$ cat src/hdl/mhrs_pkg.sv
// ----------------------------------------------------------------------------
// mhrs_pkg
// shared types and constants of the holding register server
// ----------------------------------------------------------------------------
`default_nettype none

package mhrs_pkg;

    localparam int REGISTER_COUNT_DEF = 64;
    localparam int QUEUE_DEPTH        = 2;
    localparam int SENSOR_ADDR_W      = 6;

    localparam logic [7:0] FC_READ_HOLDING = 8'h03;
    localparam logic [7:0] FC_WRITE_SINGLE = 8'h06;
    localparam logic [7:0] FC_EXC_FLAG     = 8'h80;
    localparam logic [15:0] READ_LIMIT     = 16'd125;
    localparam logic [8:0] MIN_FRAME       = 9'd8;
    localparam logic [8:0] FULL_FRAME      = 9'd12;

    localparam logic ERR_ILLEGAL_FUNC = 1'b0;
    localparam logic ERR_ILLEGAL_ADDR = 1'b1;

    typedef enum logic [1:0] {
        ITEM_REQUEST  = 2'd0,
        ITEM_SENSOR   = 2'd1,
        ITEM_BUTTON   = 2'd2,
        ITEM_RESERVED = 2'd3
    } t_item;

    typedef enum logic [1:0] {
        RSP_READ  = 2'd0,
        RSP_WRITE = 2'd1,
        RSP_EXC   = 2'd2
    } t_rsp_kind;

    typedef struct packed {
        t_rsp_kind   kind;
        logic [15:0] reply_transaction;
        logic [7:0]  reply_unit;
        logic [7:0]  reply_function;
        logic        error_kind;
        logic [7:0]  byte_count;
        logic [15:0] reg_address;
        logic [15:0] data_word;
        logic        red_led_pin;
        logic        green_led_pin;
        logic        last;
    } t_rsp;

    typedef enum logic [2:0] {
        CMD_REPLY  = 3'd0,
        CMD_WRITE0 = 3'd1,
        CMD_READ   = 3'd2,
        CMD_SENSOR = 3'd3,
        CMD_BUMP   = 3'd4
    } t_cmd_kind;

    typedef struct packed {
        t_cmd_kind                kind;
        t_rsp                     rsp;
        logic [15:0]              arg_lo;
        logic [15:0]              arg_hi;
        logic [SENSOR_ADDR_W-1:0] addr;
        logic                     hi_ok;
    } t_cmd;

    typedef enum logic [1:0] {
        S_IDLE    = 2'd0,
        S_READ    = 2'd1,
        S_SENS_HI = 2'd2,
        S_BUMP_WR = 2'd3
    } t_back_state;

endpackage

`default_nettype wire

$ cat src/hdl/mhrs_if.sv
// ----------------------------------------------------------------------------
// mhrs_req_if / mhrs_rsp_if
// request and reply channels, valid/ready with payload
// ----------------------------------------------------------------------------
`default_nettype none

interface mhrs_req_if;
    logic        valid;
    logic        ready;
    logic [1:0]  func;
    logic [8:0]  frame_length;
    logic [15:0] trans_id;
    logic [7:0]  unit_id;
    logic [7:0]  fcode;
    logic [15:0] first_word;
    logic [15:0] second_word;
    logic [5:0]  sensor_address;
    logic [31:0] sensor_value;

    modport source (
        output valid, func, frame_length, trans_id, unit_id, fcode,
               first_word, second_word, sensor_address, sensor_value,
        input  ready
    );
    modport sink (
        input  valid, func, frame_length, trans_id, unit_id, fcode,
               first_word, second_word, sensor_address, sensor_value,
        output ready
    );
endinterface

interface mhrs_rsp_if;
    logic        valid;
    logic        ready;
    logic [1:0]  kind;
    logic [15:0] reply_transaction;
    logic [7:0]  reply_unit;
    logic [7:0]  reply_function;
    logic        error_kind;
    logic [7:0]  byte_count;
    logic [15:0] reg_address;
    logic [15:0] data_word;
    logic        red_led_pin;
    logic        green_led_pin;
    logic        last;

    modport source (
        output valid, kind, reply_transaction, reply_unit, reply_function, error_kind,
               byte_count, reg_address, data_word, red_led_pin, green_led_pin, last,
        input  ready
    );
    modport sink (
        input  valid, kind, reply_transaction, reply_unit, reply_function, error_kind,
               byte_count, reg_address, data_word, red_led_pin, green_led_pin, last,
        output ready
    );
endinterface

`default_nettype wire

$ cat src/hdl/mhrs_front.sv
// ----------------------------------------------------------------------------
// mhrs_front
// accepts request beats, checks frames and ranges, builds commands
// ----------------------------------------------------------------------------
`default_nettype none

module mhrs_front #(
    parameter int REGISTER_COUNT = mhrs_pkg::REGISTER_COUNT_DEF
) (
    input  wire logic          i_clk,
    input  wire logic          i_rst_n,
    mhrs_req_if.sink           i_req,
    output mhrs_pkg::t_cmd     o_cmd,
    output logic               o_push,
    input  wire logic          i_full
);
    import mhrs_pkg::*;

    logic        r_phase;
    logic        n_phase;
    logic        accept;
    logic        keep;
    logic        range_bad;
    logic [16:0] read_end;
    logic [6:0]  sensor_next;
    t_cmd        cmd;

    assign i_req.ready = !i_full;
    assign accept      = i_req.valid && i_req.ready;

    assign read_end    = {1'b0, i_req.first_word} + {1'b0, i_req.second_word};
    assign range_bad   = (read_end > 17'(REGISTER_COUNT)) || (i_req.second_word > READ_LIMIT);
    assign sensor_next = {1'b0, i_req.sensor_address} + 7'd1;

    always_comb begin
        cmd                       = '0;
        keep                      = 1'b0;
        cmd.rsp.reply_transaction = i_req.trans_id;
        cmd.rsp.reply_unit        = i_req.unit_id;
        cmd.rsp.reply_function    = i_req.fcode;
        cmd.rsp.last              = 1'b1;
        cmd.addr                  = i_req.sensor_address;
        cmd.arg_lo                = i_req.first_word;
        cmd.arg_hi                = i_req.second_word;
        unique case (t_item'(i_req.func))
            ITEM_REQUEST: begin
                if (i_req.frame_length >= MIN_FRAME) begin
                    if (i_req.fcode == FC_READ_HOLDING) begin
                        if (i_req.frame_length >= FULL_FRAME) begin
                            keep = 1'b1;
                            if (range_bad) begin
                                cmd.kind               = CMD_REPLY;
                                cmd.rsp.kind           = RSP_EXC;
                                cmd.rsp.reply_function = i_req.fcode | FC_EXC_FLAG;
                                cmd.rsp.error_kind     = ERR_ILLEGAL_ADDR;
                            end else if (i_req.second_word == 16'd0) begin
                                cmd.kind     = CMD_REPLY;
                                cmd.rsp.kind = RSP_READ;
                            end else begin
                                cmd.kind           = CMD_READ;
                                cmd.rsp.kind       = RSP_READ;
                                cmd.rsp.byte_count = {i_req.second_word[6:0], 1'b0};
                            end
                        end
                    end else if (i_req.fcode == FC_WRITE_SINGLE) begin
                        if (i_req.frame_length >= FULL_FRAME) begin
                            keep = 1'b1;
                            if (i_req.first_word != 16'd0) begin
                                cmd.kind               = CMD_REPLY;
                                cmd.rsp.kind           = RSP_EXC;
                                cmd.rsp.reply_function = i_req.fcode | FC_EXC_FLAG;
                                cmd.rsp.error_kind     = ERR_ILLEGAL_ADDR;
                            end else begin
                                cmd.kind            = CMD_WRITE0;
                                cmd.rsp.kind        = RSP_WRITE;
                                cmd.rsp.reg_address = i_req.first_word;
                                cmd.rsp.data_word   = i_req.second_word;
                                cmd.arg_lo          = i_req.second_word;
                            end
                        end
                    end else begin
                        keep                   = 1'b1;
                        cmd.kind               = CMD_REPLY;
                        cmd.rsp.kind           = RSP_EXC;
                        cmd.rsp.reply_function = i_req.fcode | FC_EXC_FLAG;
                        cmd.rsp.error_kind     = ERR_ILLEGAL_FUNC;
                    end
                end
            end
            ITEM_SENSOR: begin
                keep       = ({1'b0, i_req.sensor_address} < 7'(REGISTER_COUNT));
                cmd.kind   = CMD_SENSOR;
                cmd.arg_lo = i_req.sensor_value[15:0];
                cmd.arg_hi = i_req.sensor_value[31:16];
                cmd.hi_ok  = (sensor_next < 7'(REGISTER_COUNT));
            end
            ITEM_BUTTON: begin
                // counter moves on every other button beat
                keep     = !r_phase;
                cmd.kind = CMD_BUMP;
            end
            default: begin
                keep = 1'b0;
            end
        endcase
    end

    assign n_phase = (accept && (t_item'(i_req.func) == ITEM_BUTTON)) ? !r_phase : r_phase;
    assign o_push  = accept && keep;
    assign o_cmd   = cmd;

    always_ff @(posedge i_clk) begin
        if (!i_rst_n) begin
            r_phase <= 1'b0;
        end else begin
            r_phase <= n_phase;
        end
    end

endmodule

`default_nettype wire

$ cat src/hdl/mhrs_queue.sv
// ----------------------------------------------------------------------------
// mhrs_queue
// short command queue between front and back
// ----------------------------------------------------------------------------
`default_nettype none

module mhrs_queue (
    input  wire logic           i_clk,
    input  wire logic           i_rst_n,
    input  wire logic           i_push,
    input  mhrs_pkg::t_cmd      i_cmd,
    output logic                o_full,
    input  wire logic           i_pop,
    output mhrs_pkg::t_cmd      o_cmd,
    output logic                o_empty
);
    import mhrs_pkg::*;

    localparam int PTR_W = (QUEUE_DEPTH > 1) ? $clog2(QUEUE_DEPTH) : 1;
    localparam int CNT_W = $clog2(QUEUE_DEPTH + 1);

    t_cmd             r_slot [QUEUE_DEPTH];
    logic [PTR_W-1:0] r_wr_ptr;
    logic [PTR_W-1:0] r_rd_ptr;
    logic [CNT_W-1:0] r_count;
    logic             do_push;
    logic             do_pop;

    function automatic logic [PTR_W-1:0] ptr_inc(input logic [PTR_W-1:0] p);
        logic [PTR_W-1:0] q;
        q = (p == PTR_W'(QUEUE_DEPTH - 1)) ? '0 : p + PTR_W'(1);
        return q;
    endfunction

    assign o_full  = (r_count == CNT_W'(QUEUE_DEPTH));
    assign o_empty = (r_count == '0);
    assign do_push = i_push && !o_full;
    assign do_pop  = i_pop && !o_empty;
    assign o_cmd   = r_slot[r_rd_ptr];

    always_ff @(posedge i_clk) begin
        if (do_push) begin
            r_slot[r_wr_ptr] <= i_cmd;
        end
    end

    always_ff @(posedge i_clk) begin
        if (!i_rst_n) begin
            r_wr_ptr <= '0;
            r_rd_ptr <= '0;
            r_count  <= '0;
        end else begin
            if (do_push) begin
                r_wr_ptr <= ptr_inc(r_wr_ptr);
            end
            if (do_pop) begin
                r_rd_ptr <= ptr_inc(r_rd_ptr);
            end
            if (do_push && !do_pop) begin
                r_count <= r_count + CNT_W'(1);
            end else if (do_pop && !do_push) begin
                r_count <= r_count - CNT_W'(1);
            end
        end
    end

endmodule

`default_nettype wire

$ cat src/hdl/mhrs_back.sv
// ----------------------------------------------------------------------------
// mhrs_back
// register file and command execution, streams read beats
// ----------------------------------------------------------------------------
`default_nettype none

module mhrs_back #(
    parameter int REGISTER_COUNT = mhrs_pkg::REGISTER_COUNT_DEF
) (
    input  wire logic          i_clk,
    input  wire logic          i_rst_n,
    input  mhrs_pkg::t_cmd     i_cmd,
    input  wire logic          i_empty,
    output logic               o_pop,
    output mhrs_pkg::t_rsp     o_rsp,
    output logic               o_valid,
    input  wire logic          i_ready
);
    import mhrs_pkg::*;

    localparam int AW = (REGISTER_COUNT > 1) ? $clog2(REGISTER_COUNT) : 1;
    localparam int CW = $clog2(REGISTER_COUNT + 1);

    t_back_state         r_state;
    t_back_state         n_state;

    logic [15:0]         r_mem [REGISTER_COUNT];
    logic [REGISTER_COUNT-1:0] r_valid;
    logic [15:0]         r_rd_word;
    logic                r_rd_ok;
    logic [15:0]         r_reg0;
    logic [15:0]         n_reg0;

    logic [AW-1:0]       r_addr;
    logic [CW-1:0]       r_rem;
    logic [15:0]         r_hi;
    t_rsp                r_hdr;
    logic                r_q_full;
    logic                r_q_last;
    t_rsp                r_out;
    t_rsp                n_out;
    logic                r_out_valid;

    logic                out_free;
    logic                move;
    logic                head_go;
    logic                we;
    logic [AW-1:0]       waddr;
    logic [15:0]         wdata;
    logic                re;
    logic [AW-1:0]       raddr;
    logic                load_cmd;
    logic                start_rd;
    logic                issue;
    logic [15:0]         rd_value;

    assign out_free = !r_out_valid || i_ready;
    assign move     = r_q_full && out_free;
    assign head_go  = !i_empty && !r_q_full;
    assign rd_value = r_rd_ok ? r_rd_word : 16'd0;
    assign n_reg0   = (we && (waddr == '0)) ? wdata : r_reg0;

    // next state
    always_comb begin
        n_state = r_state;
        unique case (r_state)
            S_IDLE: begin
                if (head_go) begin
                    case (i_cmd.kind)
                        CMD_READ:   n_state = S_READ;
                        CMD_SENSOR: n_state = i_cmd.hi_ok ? S_SENS_HI : S_IDLE;
                        CMD_BUMP:   n_state = S_BUMP_WR;
                        default:    n_state = S_IDLE;
                    endcase
                end
            end
            S_READ: begin
                if (r_rem == '0) begin
                    n_state = S_IDLE;
                end
            end
            S_SENS_HI: n_state = S_IDLE;
            S_BUMP_WR: n_state = S_IDLE;
            default:   n_state = S_IDLE;
        endcase
    end

    // control outputs
    always_comb begin
        o_pop    = 1'b0;
        we       = 1'b0;
        waddr    = '0;
        wdata    = '0;
        re       = 1'b0;
        raddr    = '0;
        load_cmd = 1'b0;
        start_rd = 1'b0;
        issue    = 1'b0;
        unique case (r_state)
            S_IDLE: begin
                if (head_go) begin
                    unique case (i_cmd.kind)
                        CMD_REPLY: begin
                            if (out_free) begin
                                o_pop    = 1'b1;
                                load_cmd = 1'b1;
                            end
                        end
                        CMD_WRITE0: begin
                            if (out_free) begin
                                o_pop    = 1'b1;
                                load_cmd = 1'b1;
                                we       = 1'b1;
                                wdata    = i_cmd.arg_lo;
                            end
                        end
                        CMD_READ: begin
                            o_pop    = 1'b1;
                            start_rd = 1'b1;
                        end
                        CMD_SENSOR: begin
                            o_pop = 1'b1;
                            we    = 1'b1;
                            waddr = i_cmd.addr[AW-1:0];
                            wdata = i_cmd.arg_lo;
                        end
                        CMD_BUMP: begin
                            o_pop = 1'b1;
                            re    = 1'b1;
                            raddr = AW'(1);
                        end
                        default: begin
                            o_pop = 1'b0;
                        end
                    endcase
                end
            end
            S_READ: begin
                if ((r_rem != '0) && (!r_q_full || move)) begin
                    re    = 1'b1;
                    raddr = r_addr;
                    issue = 1'b1;
                end
            end
            S_SENS_HI: begin
                we    = 1'b1;
                waddr = r_addr;
                wdata = r_hi;
            end
            S_BUMP_WR: begin
                we    = 1'b1;
                waddr = AW'(1);
                wdata = rd_value + 16'd1;
            end
            default: begin
                we = 1'b0;
            end
        endcase
    end

    // output register source
    always_comb begin
        n_out = r_out;
        if (move) begin
            n_out           = r_hdr;
            n_out.data_word = rd_value;
            n_out.last      = r_q_last;
        end else if (load_cmd) begin
            n_out = i_cmd.rsp;
        end
        if (move || load_cmd) begin
            n_out.red_led_pin   = !n_reg0[0];
            n_out.green_led_pin = !n_reg0[1];
        end
    end

    always_ff @(posedge i_clk) begin
        if (we) begin
            r_mem[waddr] <= wdata;
        end
    end

    always_ff @(posedge i_clk) begin
        if (re) begin
            r_rd_word <= r_mem[raddr];
        end
    end

    always_ff @(posedge i_clk) begin
        if (start_rd) begin
            r_addr <= i_cmd.arg_lo[AW-1:0];
            r_hdr  <= i_cmd.rsp;
        end else if (issue) begin
            r_addr <= r_addr + AW'(1);
        end else if ((r_state == S_IDLE) && head_go && (i_cmd.kind == CMD_SENSOR)) begin
            r_addr <= i_cmd.addr[AW-1:0] + AW'(1);
            r_hi   <= i_cmd.arg_hi;
        end
        if (issue) begin
            r_q_last <= (r_rem == CW'(1));
        end
        if (move || load_cmd) begin
            r_out <= n_out;
        end
    end

    always_ff @(posedge i_clk) begin
        if (!i_rst_n) begin
            r_state     <= S_IDLE;
            r_valid     <= '0;
            r_rd_ok     <= 1'b0;
            r_reg0      <= '0;
            r_rem       <= '0;
            r_q_full    <= 1'b0;
            r_out_valid <= 1'b0;
        end else begin
            r_state <= n_state;
            if (we) begin
                r_valid[waddr] <= 1'b1;
            end
            if (re) begin
                r_rd_ok <= r_valid[raddr];
            end
            r_reg0 <= n_reg0;
            if (start_rd) begin
                r_rem <= i_cmd.arg_hi[CW-1:0];
            end else if (issue) begin
                r_rem <= r_rem - CW'(1);
            end
            r_q_full <= issue || (r_q_full && !move);
            if (move || load_cmd) begin
                r_out_valid <= 1'b1;
            end else if (i_ready) begin
                r_out_valid <= 1'b0;
            end
        end
    end

    assign o_rsp   = r_out;
    assign o_valid = r_out_valid;

    // a waiting read word is never overwritten
    a_q_hold: assert property (@(posedge i_clk) disable iff (!i_rst_n)
        (r_q_full && !out_free) |=> (r_q_full && $stable(rd_value)))
        else $error("read word dropped while output stalled");

    // the last beat of a stream leaves nothing outstanding
    a_last_done: assert property (@(posedge i_clk) disable iff (!i_rst_n)
        (move && r_q_last) |-> (r_rem == '0))
        else $error("last beat with words still outstanding");

    // led shadow tracks writes to register 0
    a_reg0_shadow: assert property (@(posedge i_clk) disable iff (!i_rst_n)
        (we && (waddr == '0)) |=> (r_reg0 == $past(wdata)))
        else $error("register 0 shadow out of step");

    // idle replies never collide with a streaming beat
    a_one_source: assert property (@(posedge i_clk) disable iff (!i_rst_n)
        !(move && load_cmd))
        else $error("two sources load the output register");

endmodule

`default_nettype wire

$ cat src/hdl/modbus_holding_register_server.sv
// ----------------------------------------------------------------------------
// modbus_holding_register_server
// holding register server: read holding registers, write single register
// ----------------------------------------------------------------------------
// path: command queue, output register; read beats pass r_addr and r_rd_word in between
// throughput: a read of N registers streams N beats at one per cycle while the reply
//   channel is ready, bound by the single read port of the register file
// write, exception and empty read replies take one beat; sensor stores write the low
//   word, then the high word if in range; button bumps read then write register 1
// reset: synchronous, active low; per-entry valid bits clear the register file at once
`default_nettype none

module modbus_holding_register_server #(
    parameter int REGISTER_COUNT = mhrs_pkg::REGISTER_COUNT_DEF
) (
    input  wire logic   i_clk,
    input  wire logic   i_rst_n,
    mhrs_req_if.sink    i_req,
    mhrs_rsp_if.source  o_rsp
);
    import mhrs_pkg::*;

    // front to queue
    t_cmd front_cmd;
    logic front_push;
    logic queue_full;

    // queue to back
    t_cmd queue_cmd;
    logic queue_empty;
    logic back_pop;

    // back to reply channel
    t_rsp back_rsp;
    logic back_valid;

    // front: classifies every beat; drops short frames, reserved items, sensor
    // items out of range, every other button; folds range checks into replies
    mhrs_front #(
        .REGISTER_COUNT (REGISTER_COUNT)
    ) u_front (
        .i_clk   (i_clk),
        .i_rst_n (i_rst_n),
        .i_req   (i_req),
        .o_cmd   (front_cmd),
        .o_push  (front_push),
        .i_full  (queue_full)
    );

    // queue: lets the front keep accepting while a read streams out
    mhrs_queue u_queue (
        .i_clk   (i_clk),
        .i_rst_n (i_rst_n),
        .i_push  (front_push),
        .i_cmd   (front_cmd),
        .o_full  (queue_full),
        .i_pop   (back_pop),
        .o_cmd   (queue_cmd),
        .o_empty (queue_empty)
    );

    // back: register file, writes, and the reply output register
    mhrs_back #(
        .REGISTER_COUNT (REGISTER_COUNT)
    ) u_back (
        .i_clk   (i_clk),
        .i_rst_n (i_rst_n),
        .i_cmd   (queue_cmd),
        .i_empty (queue_empty),
        .o_pop   (back_pop),
        .o_rsp   (back_rsp),
        .o_valid (back_valid),
        .i_ready (o_rsp.ready)
    );

    // reply channel, straight from the output register
    assign o_rsp.valid             = back_valid;
    assign o_rsp.kind              = back_rsp.kind;
    assign o_rsp.reply_transaction = back_rsp.reply_transaction;
    assign o_rsp.reply_unit        = back_rsp.reply_unit;
    assign o_rsp.reply_function    = back_rsp.reply_function;
    assign o_rsp.error_kind        = back_rsp.error_kind;
    assign o_rsp.byte_count        = back_rsp.byte_count;
    assign o_rsp.reg_address       = back_rsp.reg_address;
    assign o_rsp.data_word         = back_rsp.data_word;
    assign o_rsp.red_led_pin       = back_rsp.red_led_pin;
    assign o_rsp.green_led_pin     = back_rsp.green_led_pin;
    assign o_rsp.last              = back_rsp.last;

endmodule

`default_nettype wire
$ cat src/flat_wrapper.sv
// flat-port wrapper written by rule: the top's interface ports become plain ports
module modbus_holding_register_server_flat import mhrs_pkg::*;
#(
    parameter int REGISTER_COUNT = mhrs_pkg::REGISTER_COUNT_DEF
)
  (i_clk, i_rst_n, i_req_valid, i_req_func, i_req_frame_length, i_req_trans_id, i_req_unit_id, i_req_fcode, i_req_first_word, i_req_second_word, i_req_sensor_address, i_req_sensor_value, i_req_ready, o_rsp_valid, o_rsp_kind, o_rsp_reply_transaction, o_rsp_reply_unit, o_rsp_reply_function, o_rsp_error_kind, o_rsp_byte_count, o_rsp_reg_address, o_rsp_data_word, o_rsp_red_led_pin, o_rsp_green_led_pin, o_rsp_last, o_rsp_ready);
  mhrs_req_if i_req_i ();
  mhrs_rsp_if o_rsp_i ();
  input  wire logic i_clk;
  input  wire logic i_rst_n;
  input wire logic [$bits(i_req_i.valid)-1:0] i_req_valid;
  input wire logic [$bits(i_req_i.func)-1:0] i_req_func;
  input wire logic [$bits(i_req_i.frame_length)-1:0] i_req_frame_length;
  input wire logic [$bits(i_req_i.trans_id)-1:0] i_req_trans_id;
  input wire logic [$bits(i_req_i.unit_id)-1:0] i_req_unit_id;
  input wire logic [$bits(i_req_i.fcode)-1:0] i_req_fcode;
  input wire logic [$bits(i_req_i.first_word)-1:0] i_req_first_word;
  input wire logic [$bits(i_req_i.second_word)-1:0] i_req_second_word;
  input wire logic [$bits(i_req_i.sensor_address)-1:0] i_req_sensor_address;
  input wire logic [$bits(i_req_i.sensor_value)-1:0] i_req_sensor_value;
  output wire logic [$bits(i_req_i.ready)-1:0] i_req_ready;
  output wire logic [$bits(o_rsp_i.valid)-1:0] o_rsp_valid;
  output wire logic [$bits(o_rsp_i.kind)-1:0] o_rsp_kind;
  output wire logic [$bits(o_rsp_i.reply_transaction)-1:0] o_rsp_reply_transaction;
  output wire logic [$bits(o_rsp_i.reply_unit)-1:0] o_rsp_reply_unit;
  output wire logic [$bits(o_rsp_i.reply_function)-1:0] o_rsp_reply_function;
  output wire logic [$bits(o_rsp_i.error_kind)-1:0] o_rsp_error_kind;
  output wire logic [$bits(o_rsp_i.byte_count)-1:0] o_rsp_byte_count;
  output wire logic [$bits(o_rsp_i.reg_address)-1:0] o_rsp_reg_address;
  output wire logic [$bits(o_rsp_i.data_word)-1:0] o_rsp_data_word;
  output wire logic [$bits(o_rsp_i.red_led_pin)-1:0] o_rsp_red_led_pin;
  output wire logic [$bits(o_rsp_i.green_led_pin)-1:0] o_rsp_green_led_pin;
  output wire logic [$bits(o_rsp_i.last)-1:0] o_rsp_last;
  input wire logic [$bits(o_rsp_i.ready)-1:0] o_rsp_ready;
  assign i_req_i.valid = i_req_valid;
  assign i_req_i.func = i_req_func;
  assign i_req_i.frame_length = i_req_frame_length;
  assign i_req_i.trans_id = i_req_trans_id;
  assign i_req_i.unit_id = i_req_unit_id;
  assign i_req_i.fcode = i_req_fcode;
  assign i_req_i.first_word = i_req_first_word;
  assign i_req_i.second_word = i_req_second_word;
  assign i_req_i.sensor_address = i_req_sensor_address;
  assign i_req_i.sensor_value = i_req_sensor_value;
  assign i_req_ready = i_req_i.ready;
  assign o_rsp_valid = o_rsp_i.valid;
  assign o_rsp_kind = o_rsp_i.kind;
  assign o_rsp_reply_transaction = o_rsp_i.reply_transaction;
  assign o_rsp_reply_unit = o_rsp_i.reply_unit;
  assign o_rsp_reply_function = o_rsp_i.reply_function;
  assign o_rsp_error_kind = o_rsp_i.error_kind;
  assign o_rsp_byte_count = o_rsp_i.byte_count;
  assign o_rsp_reg_address = o_rsp_i.reg_address;
  assign o_rsp_data_word = o_rsp_i.data_word;
  assign o_rsp_red_led_pin = o_rsp_i.red_led_pin;
  assign o_rsp_green_led_pin = o_rsp_i.green_led_pin;
  assign o_rsp_last = o_rsp_i.last;
  assign o_rsp_i.ready = o_rsp_ready;
  modbus_holding_register_server #(.REGISTER_COUNT(REGISTER_COUNT)) u_core (.i_clk(i_clk), .i_rst_n(i_rst_n), .i_req(i_req_i), .o_rsp(o_rsp_i));
endmodule
$ cat config.mk
export PLATFORM = sky130hd
export DESIGN_NAME = modbus_holding_register_server_flat
export DESIGN_NICKNAME = d
export VERILOG_FILES = /design/src/hdl/mhrs_pkg.sv /design/src/hdl/mhrs_if.sv /design/src/hdl/mhrs_front.sv /design/src/hdl/mhrs_queue.sv /design/src/hdl/mhrs_back.sv /design/src/hdl/modbus_holding_register_server.sv /design/src/flat_wrapper.sv
export SDC_FILE = /design/constraint.sdc
export NUM_CORES = 2
export LEC_CHECK = 0
export BUFFER_PORTS_ARGS = -buffer_cell sky130_fd_sc_hd__buf_2
export CAP_MARGIN = 20
export CELL_PAD_IN_SITES_DETAIL_PLACEMENT = 0
export CELL_PAD_IN_SITES_GLOBAL_PLACEMENT = 2
export CORE_MARGIN = 5
export CORE_UTILIZATION = 51
export CTS_BUF_LIST = sky130_fd_sc_hd__clkbuf_8
export DETAILED_ROUTE_END_ITERATION = 12
export PLACE_DENSITY_LB_ADDON = 0.12
export SKIP_CTS_REPAIR_TIMING = 1
export SYNTH_ARGS = -nofsm -noshare
export SYNTH_HDL_FRONTEND = slang
export SYNTH_SLANG_ARGS = --single-unit
export TNS_END_PERCENT = 50
$ cat constraint.sdc
create_clock -name i_clk -period 11 [get_ports i_clk]
set_clock_uncertainty 0.05 [all_clocks]
set_input_delay 1.1 -clock i_clk [delete_from_list [all_inputs] [get_ports i_clk]]
set_output_delay 1.1 -clock i_clk [all_outputs]
set_load 0.005 [all_outputs]
==> flow_summary.toml <==
[final_layout]
multiInputGateArea_mm2 = 0.01586
register_area_mm2 = 0.04463
stdcell_area_mm2 = 0.06907
fin_cells = 6242
nets = 4571
area.growth.synth_to_final_pct = 12.36
fillCellCount = 9606
drive_above_1_share_pct = 16.88

[place]
gp_congestion = 0.9109
hpwl_um = 93250
place_inst = 5803
port_buffers = 193
dpl-instance-area_mm2 = 0.06476

[synth]
yosysMostFrequentCell = "edfxtp_1"
yosys.area.top_type = "edfxtp_1"
ys_warn_count = 0
synthTopCellsByArea = "edfxtp_1 70%, a211oi_1 6.4%, mux2i_1 3.0%"
synth_edf_count = 1430
synth_commonest_cells = "1,430 x edfxtp_1, 525 x a211oi_1, 386 x nand2_1"
synth_area_mm2 = 0.06147
synth_cells = 4130
synthSimpleGateAreaFrac_pct = 7.714
muxShareOfSynthArea_pct = 4.804
synthDominantCellAreaShare_pct = 69.86
ys_types = 73
ys_seq_area_share_pct = 72.59
synth_fa_ha_area_share_pct = 0.4600
synthFlopType = "edfxtp_1"
async_flop_share_pct = 0
syn_avg_cell_area_um2 = 14.88
synth_compound_area_share_pct = 11.76
synth_top_family_by_area = "compound AO/OA/AOI/OAI gates"
synth_seq_cells = 1514
synth-xor-area-share_pct = 0.4274

[die]
rows = 127
dieArea_mm2 = 0.1276
initial_core_util_pct = 51.31
die_w_um = 357.2
io-pin-count = 197
die_y_um = 357.2
fp.coreArea_mm2 = 0.1198

[setup_path]
arrival_ps = 7290
worst-path-max-fanout = 144
crit_buf_inv = 4
cpPeakStageDelay_ps = 980
critPathKind = "flop to flop"
cp-end-kind = "flop"
start_kind = "flop"
crit_family = "compound AO/OA/AOI/OAI gates"
cp_common_cell = "a211oi_1"
cp_slowest_cell = "nor4_1"
crit_chain = "inv_1, ha_1, or4b_4, o211ai_4, inv_8, buf_12, a22oi_4, buf_4, a211oi_1, a211oi_1, a211oi_1, nor4_1, mux2_2"
worstPathRequired_ps = 11740
r2r_setup_slack_ps = 4450

[timing]
setup_viol = 0
setup-tns-final_ps = 0
worstMarginPinSlew_ps = 1265
finalCriticalPeriod_ps = 6546
drv_slew = 0
timing.fmax_mhz = 152.8
fin_crit_sh_pct = 59.51
finalHoldViolations = 0
rsz0062_at_grt = "false"
relSlewSlack_pct = 14.90
fin_hold_ws_ps = 289.2

[pwr]
switching_share_pct = 28.26
p_leak_nw = 23.56
power.density_mw_per_mm2 = 191.8
p_seq_share_pct = 52.1
p_sw_mw = 3.743
ir_worst_vdd_mv = 0.1216
pwr-share-clk_pct = 32.2
power_mw = 13.24
p_int_mw = 9.502
p_comb_share_pct = 15.6

[detailed_routing]
drt_iter0_markers = 3504
route.vias.total = 37540
avgViaCountPerCell = 6.015
drtPass1Iterations = 6
drc_errors = 0
ant_nets = 0
wire_per_inst_um = 26.30
wl_um = 164200

[grt]
grt_max_degree = 166
grt_pass1_wl_um = 240600
grt_overflow = 0
grt_antenna_before_repair = 4
grt_pass1_vias = 36140
grtUsageTotal_pct = 25.49

[hold_path]
hp-class = "input port to flop"

[clock_tree]
cts_tree = "done"
cts_buffers = 236
insertion_delay_ps = 970
htree_num_levels = 4
cts_sinks = 1514
clkTransAtPathRegs_ps = 70
cts_root_buf = "clkbuf_8"
cts_buffer_depth = 3

[run]
drv_cap = 0

[run_status]
status = "completed"
## state kept, by name, indices dropped and copies added, names as in the netlist, named ones only
register and count:
u_core.u_back.r_mem 1024, u_core.u_back.o_rsp 77, u_core.u_back.r_valid 64, u_core.u_back.r_addr 6, u_core.u_back.r_hi 16, u_core.u_back.o_valid 1
u_core.u_back.r_rd_word 16, u_core.u_queue.r_wr_ptr 1, u_core.u_queue.r_slot 232, u_core.u_back.r_rem 7, u_core.u_back.r_reg0 2, u_core.u_front.r_phase 1
u_core.u_back.r_state 2, u_core.u_back.r_hdr 58, u_core.u_queue.r_count 2, u_core.u_back.r_q_last 1, u_core.u_back.r_q_full 1, u_core.u_back.r_rd_ok 1
u_core.u_queue.r_rd_ptr 1
## cells in the final DEF (no fill, tap or decap), types with 6 or more instances in the layout
master / n
edfxtp_1: 1430
a211oi_1: 525
nand2_1: 383
and3_1: 282
clkbuf_8: 242
buf_2: 195
mux2i_1: 187
buf_4: 140
a31oi_1: 137
nor2_1: 115
inv_1: 113
mux2_2: 96
dfxtp_1: 83
o21a_1: 59
a32o_1: 58
clkinv_1: 56
nor4_1: 45
o21ai_0: 42
conb_1: 33
a21oi_1: 31
nor3_1: 26
clkinv_2: 26
nand3_1: 24
ha_1: 21
xor2_1: 18
o211ai_1: 18
a221o_1: 16
o22ai_1: 15
o21ai_4: 15
xnor2_1: 12
nand4_1: 11
a21o_1: 10
nor2b_1: 9
nand2b_1: 9
buf_12: 8
a221oi_1: 7
nor2_2: 7
nand3b_1: 6
a211o_1: 6
## routing by layer
layer | GRT usage (%) | part of all wire [%] | wire length [um] | vias to the layer above
met5 | 0 | 0 | 0 | -
met3 | 5.293 | 7.0 | 11510 | 193
met4 | 6.184 | 1.9 | 3039 | 0
met2 | 38.65 | 46 | 74720 | 1305
met1 | 38.22 | 46 | 74890 | 18990
li1 | - | - | - | 17060
## worst reg2reg max path: stages (launching register included)
cell and delay [ps]:
dfxtp_1 380, inv_1 80, ha_1 210, or4b_4 510
o211ai_4 620, inv_8 440, buf_12 450, a22oi_4 890
buf_4 790, a211oi_1 180, a211oi_1 350, a211oi_1 160
nor4_1 990, mux2_2 320
## layout make-up
type	count	share of cell area, %
diodes	3	0.01087
clock buffers	242	4.822
clock inverters	191	1.357
inverters	25	0.1467
multi-input cells	2312	22.96
flip-flops and latches	1514	64.61
well taps	1612	2.920
repair buffers	343	3.167
## cells by family (layout without fill, tap and decap cells)
| family | count (synthesis) | after routing |
|---|---|---|
| AND/OR/NAND/NOR | 964 | 964 |
| other | 1 | 36 |
| adder cells (fa/ha/maj) | 22 | 22 |
| flip-flops | 1514 | 1514 |
| multiplexers | 283 | 283 |
| buffers and inverters | 336 | 801 |
| AO/OA/AOI/OAI | 980 | 980 |
| XOR/XNOR | 30 | 30 |
## through the flow
stage / setup WS (ps) / utilization, %
finish: 4454 / 57.65
global route: 4335 / 57.64
CTS: 4515 / 57.62
detailed placement: 4459 / 54.05
global placement: 4516 / 54.05
floorplan: 3325 / -
## worst paths after layout
kind	from	end	cells past startpoint
worst max-delay path	u_core.u_back.r_rem[0]$_SDFFE_PN0N_	u_core.u_back.r_rd_word[0]$_DFFE_PP_	13
worst min-delay path	i_req_unit_id[7]	u_core.u_queue.r_slot[0][95]$_DFFE_PP_	1
worst max register to register	u_core.u_back.r_rem[0]$_SDFFE_PN0N_	u_core.u_back.r_rd_word[0]$_DFFE_PP_	13
worst min register to register	u_core.u_back.r_valid[26]$_SDFFE_PN0P_	u_core.u_back.r_valid[26]$_SDFFE_PN0P_	1
## power by group through the flow
stage | logic, mW | clock network (mW) | registers (mW)
6_report | 2.07 | 4.27 | 6.91
5_1_grt | 2.21 | 4.66 | 6.92
4_1_cts | 2.07 | 4.37 | 6.90
3_5_place_dp | 2.06 | 0 | 7.02
3_3_place_gp | 2.04 | 0 | 7.02
2_1_floorplan | 1.16 | 0 | 7.06
Power figures use the tool's default switching activity.
